## src/sld_pkg.sv

```systemverilog
// Shared types and constants for the sleep session detector.
`timescale 1ns / 1ps
package sld_pkg;

    localparam int TIME_BITS = 48;
    localparam int CFG_IDX_BITS = 3;
    localparam int CFG_DATA_BITS = 22;

    localparam logic signed [16:0] NOMINAL_MG = 17'sd1000;

    // sample word modes: feed a reading, or wipe the session counters
    localparam logic MODE_SAMPLE = 1'b0;
    localparam logic MODE_CLEAR  = 1'b1;

    localparam logic [15:0] RST_STILL_THR = 16'd100;
    localparam logic [7:0]  RST_ONSET     = 8'd10;
    localparam logic [7:0]  RST_WAKE      = 8'd3;
    localparam logic [19:0] RST_GAP       = 20'd15000;
    localparam logic [21:0] RST_BUCKET    = 22'd60000;

    typedef enum logic [CFG_IDX_BITS-1:0] {
        CFG_STILL_THR = 3'd0,
        CFG_ONSET     = 3'd1,
        CFG_WAKE      = 3'd2,
        CFG_GAP       = 3'd3,
        CFG_BUCKET    = 3'd4
    } t_cfg_idx;

    typedef struct packed {
        logic [15:0] still_threshold_mg;
        logic [7:0]  onset_minutes;
        logic [7:0]  wake_confirm;
        logic [19:0] gap_limit_ms;
        logic [21:0] bucket_length_ms;
    } t_cfg;

    typedef struct packed {
        logic                  mode;
        logic signed [15:0]    accel_mg;
        logic [TIME_BITS-1:0]  time_ms;
        logic [31:0]           step_total;
    } t_item;

    typedef struct packed {
        logic                  primed;
        logic [TIME_BITS-1:0]  bkt_start;
        logic [TIME_BITS-1:0]  last_time;
        logic [15:0]           peak_dev;
        logic [31:0]           step_snap;
        logic                  sleeping;
        logic [15:0]           calm_run;
        logic [15:0]           act_run;
        logic [15:0]           session_cnt;
        logic [15:0]           restless_cnt;
        logic [31:0]           total_cnt;
    } t_state;

    typedef struct packed {
        logic        asleep;
        logic [15:0] session_min;
        logic [15:0] total_min;
        logic [15:0] restless_min;
        logic        minute_closed;
    } t_result;

endpackage

```

## src/sld_ifs.sv

```systemverilog
// Valid/ready channel interfaces for samples, results and configuration words.
`timescale 1ns / 1ps
interface sld_in_if;
    logic                          valid;
    logic                          ready;
    logic                          mode;
    logic signed [15:0]            accel_mg;
    logic [sld_pkg::TIME_BITS-1:0] time_ms;
    logic [31:0]                   step_total;
    modport source (output valid, mode, accel_mg, time_ms, step_total, input ready);
    modport sink   (input valid, mode, accel_mg, time_ms, step_total, output ready);
endinterface

interface sld_out_if;
    logic        valid;
    logic        ready;
    logic        asleep;
    logic [15:0] session_min;
    logic [15:0] total_min;
    logic [15:0] restless_min;
    logic        minute_closed;
    modport source (output valid, asleep, session_min, total_min, restless_min,
                    minute_closed, input ready);
    modport sink   (input valid, asleep, session_min, total_min, restless_min,
                    minute_closed, output ready);
endinterface

interface sld_cfg_if;
    logic                              valid;
    logic                              ready;
    logic [sld_pkg::CFG_IDX_BITS-1:0]  index;
    logic [sld_pkg::CFG_DATA_BITS-1:0] data;
    modport source (output valid, index, data, input ready);
    modport sink   (input valid, index, data, output ready);
endinterface

```

## src/sleep_session_detector.sv

```systemverilog
// Top level of the sleep session detector: input stage, state and result register.
// An accepted sample word is held in the input register; its result word is then
//   registered in the result register. Throughput: one word per cycle while o_out
//   is ready; the judgment is one pass of compare and counter logic in between.
// Reset (i_rst_n low, synchronous): pipeline empty, detector state cleared,
//   configuration back to its defaults (threshold 100, onset 10, confirm 3,
//   gap 15000 ms, bucket 60000 ms).
`timescale 1ns / 1ps
module sleep_session_detector (
    input  logic      i_clk,
    input  logic      i_rst_n,
    sld_in_if.sink    i_in,
    sld_out_if.source o_out,
    sld_cfg_if.sink   i_cfg
);
    import sld_pkg::*;

    // input stage
    logic    r_in_valid;
    t_item   r_item;

    // detector state, updated once per processed word
    t_state  r_state;
    t_state  n_state;

    // result stage
    logic    r_out_valid;
    t_result r_result;
    t_result n_result;

    t_cfg    cfg;
    logic    advance;

    sld_cfg u_cfg (
        .i_clk   (i_clk),
        .i_rst_n (i_rst_n),
        .i_cfg   (i_cfg),
        .o_cfg   (cfg)
    );

    sld_step u_step (
        .i_cfg    (cfg),
        .i_state  (r_state),
        .i_item   (r_item),
        .o_state  (n_state),
        .o_result (n_result)
    );

    // Advance the held word when the result register is free or drains this cycle.
    assign advance    = r_in_valid && (!r_out_valid || o_out.ready);
    assign i_in.ready = !r_in_valid || advance;

    assign o_out.valid         = r_out_valid;
    assign o_out.asleep        = r_result.asleep;
    assign o_out.session_min   = r_result.session_min;
    assign o_out.total_min     = r_result.total_min;
    assign o_out.restless_min  = r_result.restless_min;
    assign o_out.minute_closed = r_result.minute_closed;

    always_ff @(posedge i_clk) begin
        if (!i_rst_n) begin
            r_in_valid <= 1'b0;
        end else if (i_in.ready) begin
            r_in_valid <= i_in.valid;
        end
    end

    // Capture a new word whenever the input stage is free.
    always_ff @(posedge i_clk) begin
        if (i_in.ready && i_in.valid) begin
            r_item.mode       <= i_in.mode;
            r_item.accel_mg   <= i_in.accel_mg;
            r_item.time_ms    <= i_in.time_ms;
            r_item.step_total <= i_in.step_total;
        end
    end

    // Commit state and result together so each word sees its predecessor's state.
    always_ff @(posedge i_clk) begin
        if (!i_rst_n) begin
            r_state <= '0;
        end else if (advance) begin
            r_state <= n_state;
        end
    end

    always_ff @(posedge i_clk) begin
        if (!i_rst_n) begin
            r_out_valid <= 1'b0;
        end else if (advance) begin
            r_out_valid <= 1'b1;
        end else if (o_out.ready) begin
            r_out_valid <= 1'b0;
        end
    end

    always_ff @(posedge i_clk) begin
        if (advance) begin
            r_result <= n_result;
        end
    end

endmodule

```

## src/sld_cfg.sv

```systemverilog
// Configuration register file of the sleep session detector.
`timescale 1ns / 1ps
module sld_cfg (
    input  logic          i_clk,
    input  logic          i_rst_n,
    sld_cfg_if.sink       i_cfg,
    output sld_pkg::t_cfg o_cfg
);
    import sld_pkg::*;

    t_cfg r_cfg;
    t_cfg n_cfg;

    assign i_cfg.ready = 1'b1;
    assign o_cfg       = r_cfg;

    always_comb begin
        n_cfg = r_cfg;
        if (i_cfg.valid) begin
            unique case (t_cfg_idx'(i_cfg.index))
                CFG_STILL_THR: n_cfg.still_threshold_mg = i_cfg.data[15:0];
                CFG_ONSET:     n_cfg.onset_minutes      = i_cfg.data[7:0];
                CFG_WAKE:      n_cfg.wake_confirm       = i_cfg.data[7:0];
                CFG_GAP:       n_cfg.gap_limit_ms       = i_cfg.data[19:0];
                CFG_BUCKET:    n_cfg.bucket_length_ms   = i_cfg.data[21:0];
                default:       n_cfg = r_cfg;
            endcase
        end
    end

    always_ff @(posedge i_clk) begin
        if (!i_rst_n) begin
            r_cfg.still_threshold_mg <= RST_STILL_THR;
            r_cfg.onset_minutes      <= RST_ONSET;
            r_cfg.wake_confirm       <= RST_WAKE;
            r_cfg.gap_limit_ms       <= RST_GAP;
            r_cfg.bucket_length_ms   <= RST_BUCKET;
        end else begin
            r_cfg <= n_cfg;
        end
    end

endmodule

```

## src/sld_step.sv

```systemverilog
// Next detector state and result word for one registered item.
`timescale 1ns / 1ps
module sld_step (
    input  sld_pkg::t_cfg    i_cfg,
    input  sld_pkg::t_state  i_state,
    input  sld_pkg::t_item   i_item,
    output sld_pkg::t_state  o_state,
    output sld_pkg::t_result o_result
);
    import sld_pkg::*;

    function automatic logic [15:0] inc16(input logic [15:0] v);
        return (v == 16'hFFFF) ? v : v + 16'd1;
    endfunction

    function automatic logic [31:0] add_sat32(input logic [31:0] a, input logic [15:0] b);
        logic [32:0] s;
        s = {1'b0, a} + {17'b0, b};
        return s[32] ? 32'hFFFF_FFFF : s[31:0];
    endfunction

    function automatic logic [31:0] sub_floor32(input logic [31:0] a, input logic [15:0] b);
        return ({16'b0, b} < a) ? a - {16'b0, b} : 32'd0;
    endfunction

    function automatic logic [15:0] sub_floor16(input logic [15:0] a, input logic [15:0] b);
        return (b < a) ? a - b : 16'd0;
    endfunction

    logic signed [16:0]   diff;
    logic [16:0]          diff_mag;
    logic [15:0]          dev;
    logic [TIME_BITS:0]   since;
    logic [TIME_BITS:0]   elapsed;
    logic                 gap;
    logic                 due;
    logic [15:0]          peak_new;
    logic                 still;
    logic [15:0]          still_new;
    logic [15:0]          active_new;
    logic [15:0]          rest_inc;
    logic [15:0]          back;
    logic                 closed;
    t_state               n_st;

    always_comb begin
        diff     = {i_item.accel_mg[15], i_item.accel_mg} - NOMINAL_MG;
        diff_mag = diff[16] ? (~diff) + 17'd1 : diff;
        dev      = diff_mag[15:0];

        // negative spans count as zero: no gap and no bucket close
        since   = {1'b0, i_item.time_ms} - {1'b0, i_state.last_time};
        elapsed = {1'b0, i_item.time_ms} - {1'b0, i_state.bkt_start};
        gap     = !since[TIME_BITS] &&
                  (since[TIME_BITS-1:0] > TIME_BITS'(i_cfg.gap_limit_ms));
        due     = !elapsed[TIME_BITS] &&
                  (elapsed[TIME_BITS-1:0] >= TIME_BITS'(i_cfg.bucket_length_ms));

        peak_new   = (dev > i_state.peak_dev) ? dev : i_state.peak_dev;
        still      = (peak_new < i_cfg.still_threshold_mg) &&
                     !(i_item.step_total > i_state.step_snap);
        still_new  = still ? inc16(i_state.calm_run) : 16'd0;
        active_new = still ? 16'd0 : inc16(i_state.act_run);
        rest_inc   = inc16(i_state.restless_cnt);
        back       = i_state.sleeping ? i_state.act_run : 16'd0;

        n_st   = i_state;
        closed = 1'b0;

        if (i_item.mode == MODE_CLEAR) begin
            n_st.sleeping     = 1'b0;
            n_st.calm_run     = 16'd0;
            n_st.act_run      = 16'd0;
            n_st.session_cnt  = 16'd0;
            n_st.restless_cnt = 16'd0;
            n_st.total_cnt    = 32'd0;
            n_st.peak_dev     = 16'd0;
            n_st.step_snap    = i_item.step_total;
        end else begin
            n_st.last_time = i_item.time_ms;
            if (!i_state.primed) begin
                n_st.primed    = 1'b1;
                n_st.bkt_start = i_item.time_ms;
                n_st.peak_dev  = 16'd0;
                n_st.step_snap = i_item.step_total;
            end else if (gap) begin
                n_st.total_cnt    = sub_floor32(i_state.total_cnt, back);
                n_st.restless_cnt = sub_floor16(i_state.restless_cnt, back);
                n_st.sleeping     = 1'b0;
                n_st.session_cnt  = 16'd0;
                n_st.calm_run     = 16'd0;
                n_st.act_run      = 16'd0;
                n_st.bkt_start    = i_item.time_ms;
                n_st.peak_dev     = 16'd0;
                n_st.step_snap    = i_item.step_total;
            end else begin
                n_st.peak_dev = peak_new;
                if (due) begin
                    closed        = 1'b1;
                    n_st.calm_run = still_new;
                    n_st.act_run  = active_new;
                    if (!i_state.sleeping) begin
                        if (still_new >= {8'b0, i_cfg.onset_minutes}) begin
                            n_st.sleeping     = 1'b1;
                            n_st.session_cnt  = {8'b0, i_cfg.onset_minutes};
                            n_st.restless_cnt = 16'd0;
                            n_st.total_cnt    = add_sat32(i_state.total_cnt,
                                                          {8'b0, i_cfg.onset_minutes});
                        end
                    end else if (still) begin
                        n_st.session_cnt = inc16(i_state.session_cnt);
                        n_st.total_cnt   = add_sat32(i_state.total_cnt, 16'd1);
                    end else if (active_new >= {8'b0, i_cfg.wake_confirm}) begin
                        // wake confirmed: back out the provisional active minutes
                        n_st.total_cnt    = sub_floor32(i_state.total_cnt, active_new - 16'd1);
                        n_st.restless_cnt = sub_floor16(rest_inc, active_new);
                        n_st.sleeping     = 1'b0;
                        n_st.session_cnt  = 16'd0;
                        n_st.calm_run     = 16'd0;
                        n_st.act_run      = 16'd0;
                    end else begin
                        n_st.restless_cnt = rest_inc;
                        n_st.session_cnt  = inc16(i_state.session_cnt);
                        n_st.total_cnt    = add_sat32(i_state.total_cnt, 16'd1);
                    end
                    n_st.bkt_start = i_item.time_ms;
                    n_st.peak_dev  = 16'd0;
                    n_st.step_snap = i_item.step_total;
                end
            end
        end

        o_state                = n_st;
        o_result.asleep        = n_st.sleeping;
        o_result.session_min   = n_st.sleeping ? n_st.session_cnt : 16'd0;
        o_result.total_min     = (n_st.total_cnt[31:16] != 16'd0) ? 16'hFFFF
                                                                  : n_st.total_cnt[15:0];
        o_result.restless_min  = n_st.restless_cnt;
        o_result.minute_closed = closed;
    end

endmodule
```

## src/flat_wrapper.sv

```systemverilog
// flat-port wrapper written by rule: the top's interface ports become plain ports
module sleep_session_detector_flat import sld_pkg::*;
  (i_clk, i_rst_n, i_in_valid, i_in_mode, i_in_accel_mg, i_in_time_ms, i_in_step_total, i_in_ready, o_out_valid, o_out_asleep, o_out_session_min, o_out_total_min, o_out_restless_min, o_out_minute_closed, o_out_ready, i_cfg_valid, i_cfg_index, i_cfg_data, i_cfg_ready);
  sld_in_if i_in_i ();
  sld_out_if o_out_i ();
  sld_cfg_if i_cfg_i ();
  input  logic i_clk;
  input  logic i_rst_n;
  input wire logic [$bits(i_in_i.valid)-1:0] i_in_valid;
  input wire logic [$bits(i_in_i.mode)-1:0] i_in_mode;
  input wire logic [$bits(i_in_i.accel_mg)-1:0] i_in_accel_mg;
  input wire logic [$bits(i_in_i.time_ms)-1:0] i_in_time_ms;
  input wire logic [$bits(i_in_i.step_total)-1:0] i_in_step_total;
  output wire logic [$bits(i_in_i.ready)-1:0] i_in_ready;
  output wire logic [$bits(o_out_i.valid)-1:0] o_out_valid;
  output wire logic [$bits(o_out_i.asleep)-1:0] o_out_asleep;
  output wire logic [$bits(o_out_i.session_min)-1:0] o_out_session_min;
  output wire logic [$bits(o_out_i.total_min)-1:0] o_out_total_min;
  output wire logic [$bits(o_out_i.restless_min)-1:0] o_out_restless_min;
  output wire logic [$bits(o_out_i.minute_closed)-1:0] o_out_minute_closed;
  input wire logic [$bits(o_out_i.ready)-1:0] o_out_ready;
  input wire logic [$bits(i_cfg_i.valid)-1:0] i_cfg_valid;
  input wire logic [$bits(i_cfg_i.index)-1:0] i_cfg_index;
  input wire logic [$bits(i_cfg_i.data)-1:0] i_cfg_data;
  output wire logic [$bits(i_cfg_i.ready)-1:0] i_cfg_ready;
  assign i_in_i.valid = i_in_valid;
  assign i_in_i.mode = i_in_mode;
  assign i_in_i.accel_mg = i_in_accel_mg;
  assign i_in_i.time_ms = i_in_time_ms;
  assign i_in_i.step_total = i_in_step_total;
  assign i_in_ready = i_in_i.ready;
  assign o_out_valid = o_out_i.valid;
  assign o_out_asleep = o_out_i.asleep;
  assign o_out_session_min = o_out_i.session_min;
  assign o_out_total_min = o_out_i.total_min;
  assign o_out_restless_min = o_out_i.restless_min;
  assign o_out_minute_closed = o_out_i.minute_closed;
  assign o_out_i.ready = o_out_ready;
  assign i_cfg_i.valid = i_cfg_valid;
  assign i_cfg_i.index = i_cfg_index;
  assign i_cfg_i.data = i_cfg_data;
  assign i_cfg_ready = i_cfg_i.ready;
  sleep_session_detector u_core (.i_clk(i_clk), .i_rst_n(i_rst_n), .i_in(i_in_i), .o_out(o_out_i), .i_cfg(i_cfg_i));
endmodule
```

## config.mk

```make
export PLATFORM = sky130hd
export DESIGN_NAME = sleep_session_detector_flat
export DESIGN_NICKNAME = d
export VERILOG_FILES = /design/src/sld_pkg.sv /design/src/sld_ifs.sv /design/src/sleep_session_detector.sv /design/src/sld_cfg.sv /design/src/sld_step.sv /design/src/flat_wrapper.sv
export SDC_FILE = /design/constraint.sdc
export NUM_CORES = 2
export LEC_CHECK = 0
export BUFFER_PORTS_ARGS = -buffer_cell sky130_fd_sc_hd__buf_2
export CORE_MARGIN = 2
export CORE_UTILIZATION = 42
export DETAILED_ROUTE_END_ITERATION = 6
export PLACE_DENSITY = 0.56
export RECOVER_POWER = 25
export SYNTH_ARGS = -nofsm -noshare
export SYNTH_HDL_FRONTEND = slang
export SYNTH_SLANG_ARGS = --single-unit
```

## constraint.sdc

```tcl
create_clock -name i_clk -period 23.6 [get_ports i_clk]
set_clock_uncertainty 0.05 [all_clocks]
set_input_delay 1.18 -clock i_clk [delete_from_list [all_inputs] [get_ports i_clk]]
set_output_delay 1.18 -clock i_clk [all_outputs]
set_load 0.02 [all_outputs]
```

**After elaboration in Yosys (flattened, before gate mapping)**

Cells that the tools add are included.

- Register bits: 465
- Output and inout port bits: 53

- $lt $le $gt $ge: 11
- Reductions and logical operators: 27
- Equal/unequal tests: 10
- Mux-type cells: 37
- Bitwise gates (word level): 3
- $add $sub $neg: 15

Operators by type and width:

| cell | number |
|---|---|
| 145-bit two-way mux | 3 |
| 16-bit two-way mux | 13 |
| 32-bit two-way mux | 6 |
| 48-bit two-way mux | 4 |
| 64-bit two-way mux | 3 |
| 48-bit by 48-bit subtractor with 49-bit output | 2 |
| 97-bit two-way mux | 1 |
| 16-bit by 1-bit adder with 16-bit output (second input constant) | 5 |
| 33-bit two-way mux | 2 |
| 16-bit == test (second input constant) | 4 |
| 16-bit by 32-bit less-than comparator with 1-bit output | 2 |
| 32-bit by 16-bit subtractor with 32-bit output | 2 |
| 48-bit by 22-bit greater-or-equal comparator with 1-bit output | 1 |
| 48-bit by 20-bit > comparator with 1-bit output | 1 |
| 16-bit less-than comparator | 3 |
| 32-bit by 1-bit adder with 33-bit output (second input constant) | 1 |
| 32-bit by 8-bit adder with 33-bit output | 1 |
| 16-bit by 8-bit greater-or-equal comparator with 1-bit output | 2 |
| 32-bit > comparator | 1 |
| 16-bit subtractor | 2 |
| 16-bit by 11-bit subtractor with 17-bit output (second input constant) | 1 |
| 16-bit > comparator | 1 |
| 16-bit NOT | 1 |
| 16-bit nonzero test | 1 |
| other kinds (17) | 40 |

**Depth between registers and ports, before layout**

- Depth in word-level cells: 20
- Gate-level depth with buffers: 55
- Gate-level depth less buffers: 48

**By module**

From an unflattened synthesis, not the netlist that was laid out.

- Cells, all modules: 5103
- Area total of the unflattened synthesis: 39711.8 µm²

Modules (own cells, without submodules):

| module | area each (µm²) | times used | sequential area each (µm²) | cells each |
|---|---|---|---|---|
| sld_step | 22704.3 | 1 | 0.0 | 3608 |
| sleep_session_detector | 14083.5 | 1 | 9298.9 | 1205 |
| sld_cfg | 2924.1 | 1 | 1481.4 | 290 |

**Least setup slack after synthesis**

Ideal clock, no wire load.

- Path kind: reg2reg
- Start point: register u_core.r_item[83] in the netlist's numbering
- End point: register u_core.r_result, in the netlist u_core.o_out.total_min[8], data pin
- Path slack: 13.075 ns
- Arrival time: 10.206 ns
- Buffers on the path: 7
- Cell stages (with the launch flop): 52
- Clock period less this slack: 10.525 ns
- Path through: edfxtp_1 inv_1 ha_1 xor2_1 and4_1 nand3_1 or3_1 o311ai_0 o21ai_0 nor2_1 ha_1 nand4_1 nor2_1 nand4_1 nor3_1 or2_2 clkbuf_1 clkbuf_1 [... 16 more ...] nand2_1 nor3_1 xor2_1 ha_1 and2_1 nand3_1 a211oi_1 a211o_1 o21ba_2 o211ai_2 o221a_2 a311o_1 o311ai_1 or2_2 a2111oi_0 o2111a_2 buf_6 nand3_1

- Cells in the longest elaborated chain, start to end: 20
- Elaborated cells between the ends (all ways): 25
- Classes of those cells: add/sub (4); order compare (5); mux (13); bitwise (1); reduce/logical (2)

Ends and longest elaborated chain:

| what | line | RTL |
|---|---|---|
| start, declared | sleep_session_detector.sv:20 | `t_item r_item;` |
| 16-bit by 11-bit subtractor with 17-bit output * | sld_step.sv:47 | `diff = {i_item.accel_mg[15], i_item.accel_mg} - NOMINAL_MG;` |
| 16-bit NOT | sld_step.sv:48 | `diff_mag = diff[16] ? (~diff) + 17'd1 : diff;` |
| 16-bit by 1-bit adder with 16-bit output | sld_step.sv:48 |  |
| 16-bit two-way mux * | sld_step.sv:48 |  |
| 16-bit > comparator | sld_step.sv:59 | `peak_new = (dev > i_state.peak_dev) ? dev : i_state.peak_dev;` |
| 16-bit two-way mux * | sld_step.sv:59 |  |
| 16-bit less-than comparator * | sld_step.sv:60 | `still = (peak_new < i_cfg.still_threshold_mg) &&` |
| 1-bit logical AND * | sld_step.sv:60 |  |
| [... 4 more ...] | n/a |  |
| 64-bit two-way mux | sld_step.sv:113 | `end else if (active_new >= {8'b0, i_cfg.wake_confirm}) begin` |
| 32-bit two-way mux | sld_step.sv:110 | `end else if (still) begin` |
| 64-bit two-way mux * | sld_step.sv:102 | `if (!i_state.sleeping) begin` |
| 145-bit two-way mux * | sld_step.sv:98 | `if (due) begin` |
| 145-bit two-way mux * | sld_step.sv:86 | `end else if (gap) begin` |
| 97-bit two-way mux * | sld_step.sv:81 | `if (!i_state.primed) begin` |
| 145-bit two-way mux * | sld_step.sv:70 | `if (i_item.mode == MODE_CLEAR) begin` |
| 16-bit nonzero test | sld_step.sv:136 | `o_result.total_min = (n_st.total_cnt[31:16] != 16'd0) ? 16'hFFFF` |
| end signal, assigned | sleep_session_detector.sv:99 | `r_result <= n_result;` |
| end, declared | sleep_session_detector.sv:28 | `t_result r_result;` |

Every way passes the cells marked *; elsewhere a longest branch is shown, timed or not. The select of a mux whose other input is x is not followed.
A chain may end at the register's enable or synchronous reset.

**Worst setup path in the final report**

- Start point: register u_core.r_item[83] in the netlist's numbering
- End point: register u_core.r_result, in the netlist u_core.o_out.total_min[0], data pin

The elaborated chain is that of the path after synthesis.

==> impl_metrics.toml <==
[routing]
via_per_inst = 5.87
vias = 34600
wl_per_cell_um = 21.4
drcViolationCount = 0
dr.pass1.iters = 6
drt_iter0_markers = 3022
final_antenna_net_count = 0
routed_wl_um = 126000

[sta]
setup_viol = 0
period_minus_slack_ns = 12.45
tns_ns = 0
rsz0062_at_grt = "false"
fmaxAchievable_mhz = 80.3
tightest_slew_ns = 5.26
relSlewSlack = -2.50
final_max_slew_viol_count = 322
fin_crit_sh = 0.528
final_hold_viol_count = 0

[layout]
design_area_sq_um = 40200
fin_util = 0.464
diodes = 0
layout-drive-gt1-share = 0.0862
areaGrowthSynthToFinish_pct = 9.64
final_cells = 5890
final_nets = 5114

[grt]
gr-usage-all-layers = 0.274
grt_max_degree = 121
antenna_found_initial = 4
grt_pass1_wl_um = 194000
overflow = 0
grt_pass1_vias = 33100

[power_and_ir_drop]
total_power_mw = 2.26
ir_worst_vdd_mv = 0.0663
p_leak_nw = 14.8
powerDensity_nw_per_um2 = 56.4

[floorplan]
die_height_um = 299
num_rows = 108
dieArea_sq_um = 89600
die_w_um = 299
start_util = 0.423
ioPinCount = 180
coreArea_sq_um = 86600

[worst_setup_path]
cpLargestDelayFamily = "simple AND/OR/NAND/NOR gates"
cp-end-kind = "flop"
worst-setup-path-type = "flop to flop"
critPathMostFrequentCell = "ha_1"
cp_slowest_cell = "or4_1"
regToRegSetupSlack_ns = 11.15
worstPathRequired_ns = 23.88
r2r-start = "u_core.r_item[83]"
critPathLaunchType = "flop"
r2r_cells = 43
critPathBufInv = 3
crit_path_start = "u_core.r_item[83]"
r2r-end = "u_core.o_out.total_min[0]"
cp.arrival_ns = 12.73
worst-path-max-fanout = 23
critPathMaxStageDelay_ns = 0.79

[cts]
post_cts_buffers = 0
clockRootBuffer = "clkbuf_16"
cts_sinks = 465
cts-hold-fix-buffers = 0
cts_resized = 0
cts_buffer_depth = 3
clk_pin_slew_worst_paths_ns = 0.06
cts_buffers = 57
clk_latency_ns = 0.66
cts_tree = "yes"
htree_levels = 2

[synthesis]
seq_area_frac_synth = 0.294
yosysMostFrequentCell = "nand2_1"
synthFlopType = "dfxtp_1"
yosys_warnings = 0
synthDistinctLibCells = 112
syn_area_sq_um = 36600
yosys.area.top_type = "dfxtp_1"
ys_async_sr_fraction = 0
synthCells = 4663
synthTopCellsByArea = "dfxtp_1 (17%), edfxtp_1 (12%), ha_1 (10%), nand2_1 (7.5%), a21boi_0 (4.4%)"
yosys-top-cells-count = "nand2_1 (733), dfxtp_1 (318), inv_1 (311)"
syn_avg_cell_area_sq_um = 7.86
ys_ff_latch = 465
synth_nets = 5091
synth_edf_count = 147
synth_top_area_share = 0.174

[place]
placed_area_sq_um = 38300
dpl.hpwl_um = 94600
portBuffers = 178
dp.cells = 5782
place_congestion = 0.965

[status]
violations = "max-capacitance violations, max-slew violations"
status = "finished, violations left"

[flow_run]
max_cap_viol_count = 5

[hold_path]
min-delay-start = "u_core.r_state[233]"
min_path_type = "flop to flop"
holdPathEnd = "u_core.r_state[233]"
hold_depth = 2
worst max-delay path by stage:
stage / depth (start not counted) / endpoint / slack, ns
2_1_floorplan: 51 / u_core.o_out.total_min[8] / 13.08
3_3_place_gp: 44 / u_core.o_out.total_min[2] / 11.51
3_5_place_dp: 45 / u_core.o_out.total_min[0] / 11.22
4_1_cts: 45 / u_core.o_out.total_min[0] / 11.15
5_1_grt: 46 / u_core.o_out.total_min[0] / 9.95
6_report: 43 / u_core.o_out.total_min[0] / 11.15
layout by cell type, fill, tap and decap left out, types with 14 or more instances in the layout:
| master | instances |
|---|---|
| a211o_1 | 15 |
| a211oi_1 | 61 |
| a21boi_0 | 215 |
| a21o_1 | 90 |
| a21oi_1 | 287 |
| a22o_1 | 15 |
| a22oi_1 | 59 |
| a31oi_1 | 47 |
| a32oi_1 | 16 |
| and2_1 | 44 |
| and3_1 | 51 |
| and4_1 | 18 |
| buf_2 | 169 |
| buf_4 | 39 |
| clkbuf_1 | 28 |
| clkbuf_16 | 57 |
| dfxtp_1 | 317 |
| edfxtp_1 | 147 |
| ha_1 | 294 |
| inv_1 | 310 |
| nand2_1 | 733 |
| nand2b_1 | 30 |
| nand3_1 | 126 |
| nand4_1 | 88 |
| nor2_1 | 284 |
| nor2b_1 | 73 |
| nor3_1 | 78 |
| nor4_1 | 26 |
| o2111ai_1 | 14 |
| o211ai_1 | 63 |
| o21a_1 | 50 |
| o21ai_0 | 207 |
| o21bai_1 | 19 |
| o221ai_1 | 19 |
| o22ai_1 | 32 |
| or2_2 | 26 |
| or3_1 | 21 |
| xnor2_1 | 138 |
| xor2_1 | 89 |
kinds of logic after synthesis:
group	count (synthesis)	share of synthesized area
fa+ha+maj	302	0.104
simple gates	1657	0.211
buf+inv	569	0.0613
other cells	1	0.000102
xor+xnor	227	0.0543
flops	465	0.294
mux	25	0.00727
compound gates	1417	0.267
layer usage:
layer  track usage  vias up  part of all wire
met1         0.357    16200              0.44
met3        0.0322      273             0.059
li1              -    16900                 -
met2         0.458     1172              0.46
met4         0.121        0             0.046
met5             0        -                 0
flip-flops by register name, indices dropped and copies added, names as in the netlist:
signal / count
u_core.o_out.asleep: 1
u_core.r_item: 97
u_core.u_cfg.o_cfg: 74
u_core.o_out.valid: 1
u_core.o_out.total_min: 16
u_core.o_out.session_min: 16
u_core.r_state: 242
u_core.o_out.restless_min: 16
u_core.o_out.minute_closed: 1
u_core.r_in_valid: 1
report_power, final:
part           internal, mW  switching (mW)
registers             0.853          0.0211
clock network         0.512           0.377
logic                 0.188           0.313
worst register-to-register path: cells and delay by family, from the launching register on:
family / cells / cell delay (ns)
flops: 1 / 0.47
simple gates: 18 / 5.33
mux: 1 / 0.42
fa+ha+maj: 5 / 1.26
compound gates: 15 / 3.76
xor+xnor: 1 / 0.25
buf+inv: 3 / 0.60
metrics by stage:
| stage | hold slack (ns) | worst slack, ns |
|---|---|---|
| floorplan | 0.385 | 13.08 |
| global placement | 0.394 | 11.51 |
| detailed placement | 0.402 | 11.22 |
| CTS | 0.409 | 11.15 |
| global route | 0.424 | 9.95 |
| finish | 0.407 | 11.15 |
final cells by class:
class / instances / area (sq um)
fill: 8717 / 46400
multi-input combinational: 3629 / 23700
sequential: 465 / 10800
clock buffer: 79 / 1570
tap: 1155 / 1450
timing repair buffer: 220 / 1180
inverter: 313 / 1180
clock inverter: 29 / 320
(Power assumes the default switching activity.)
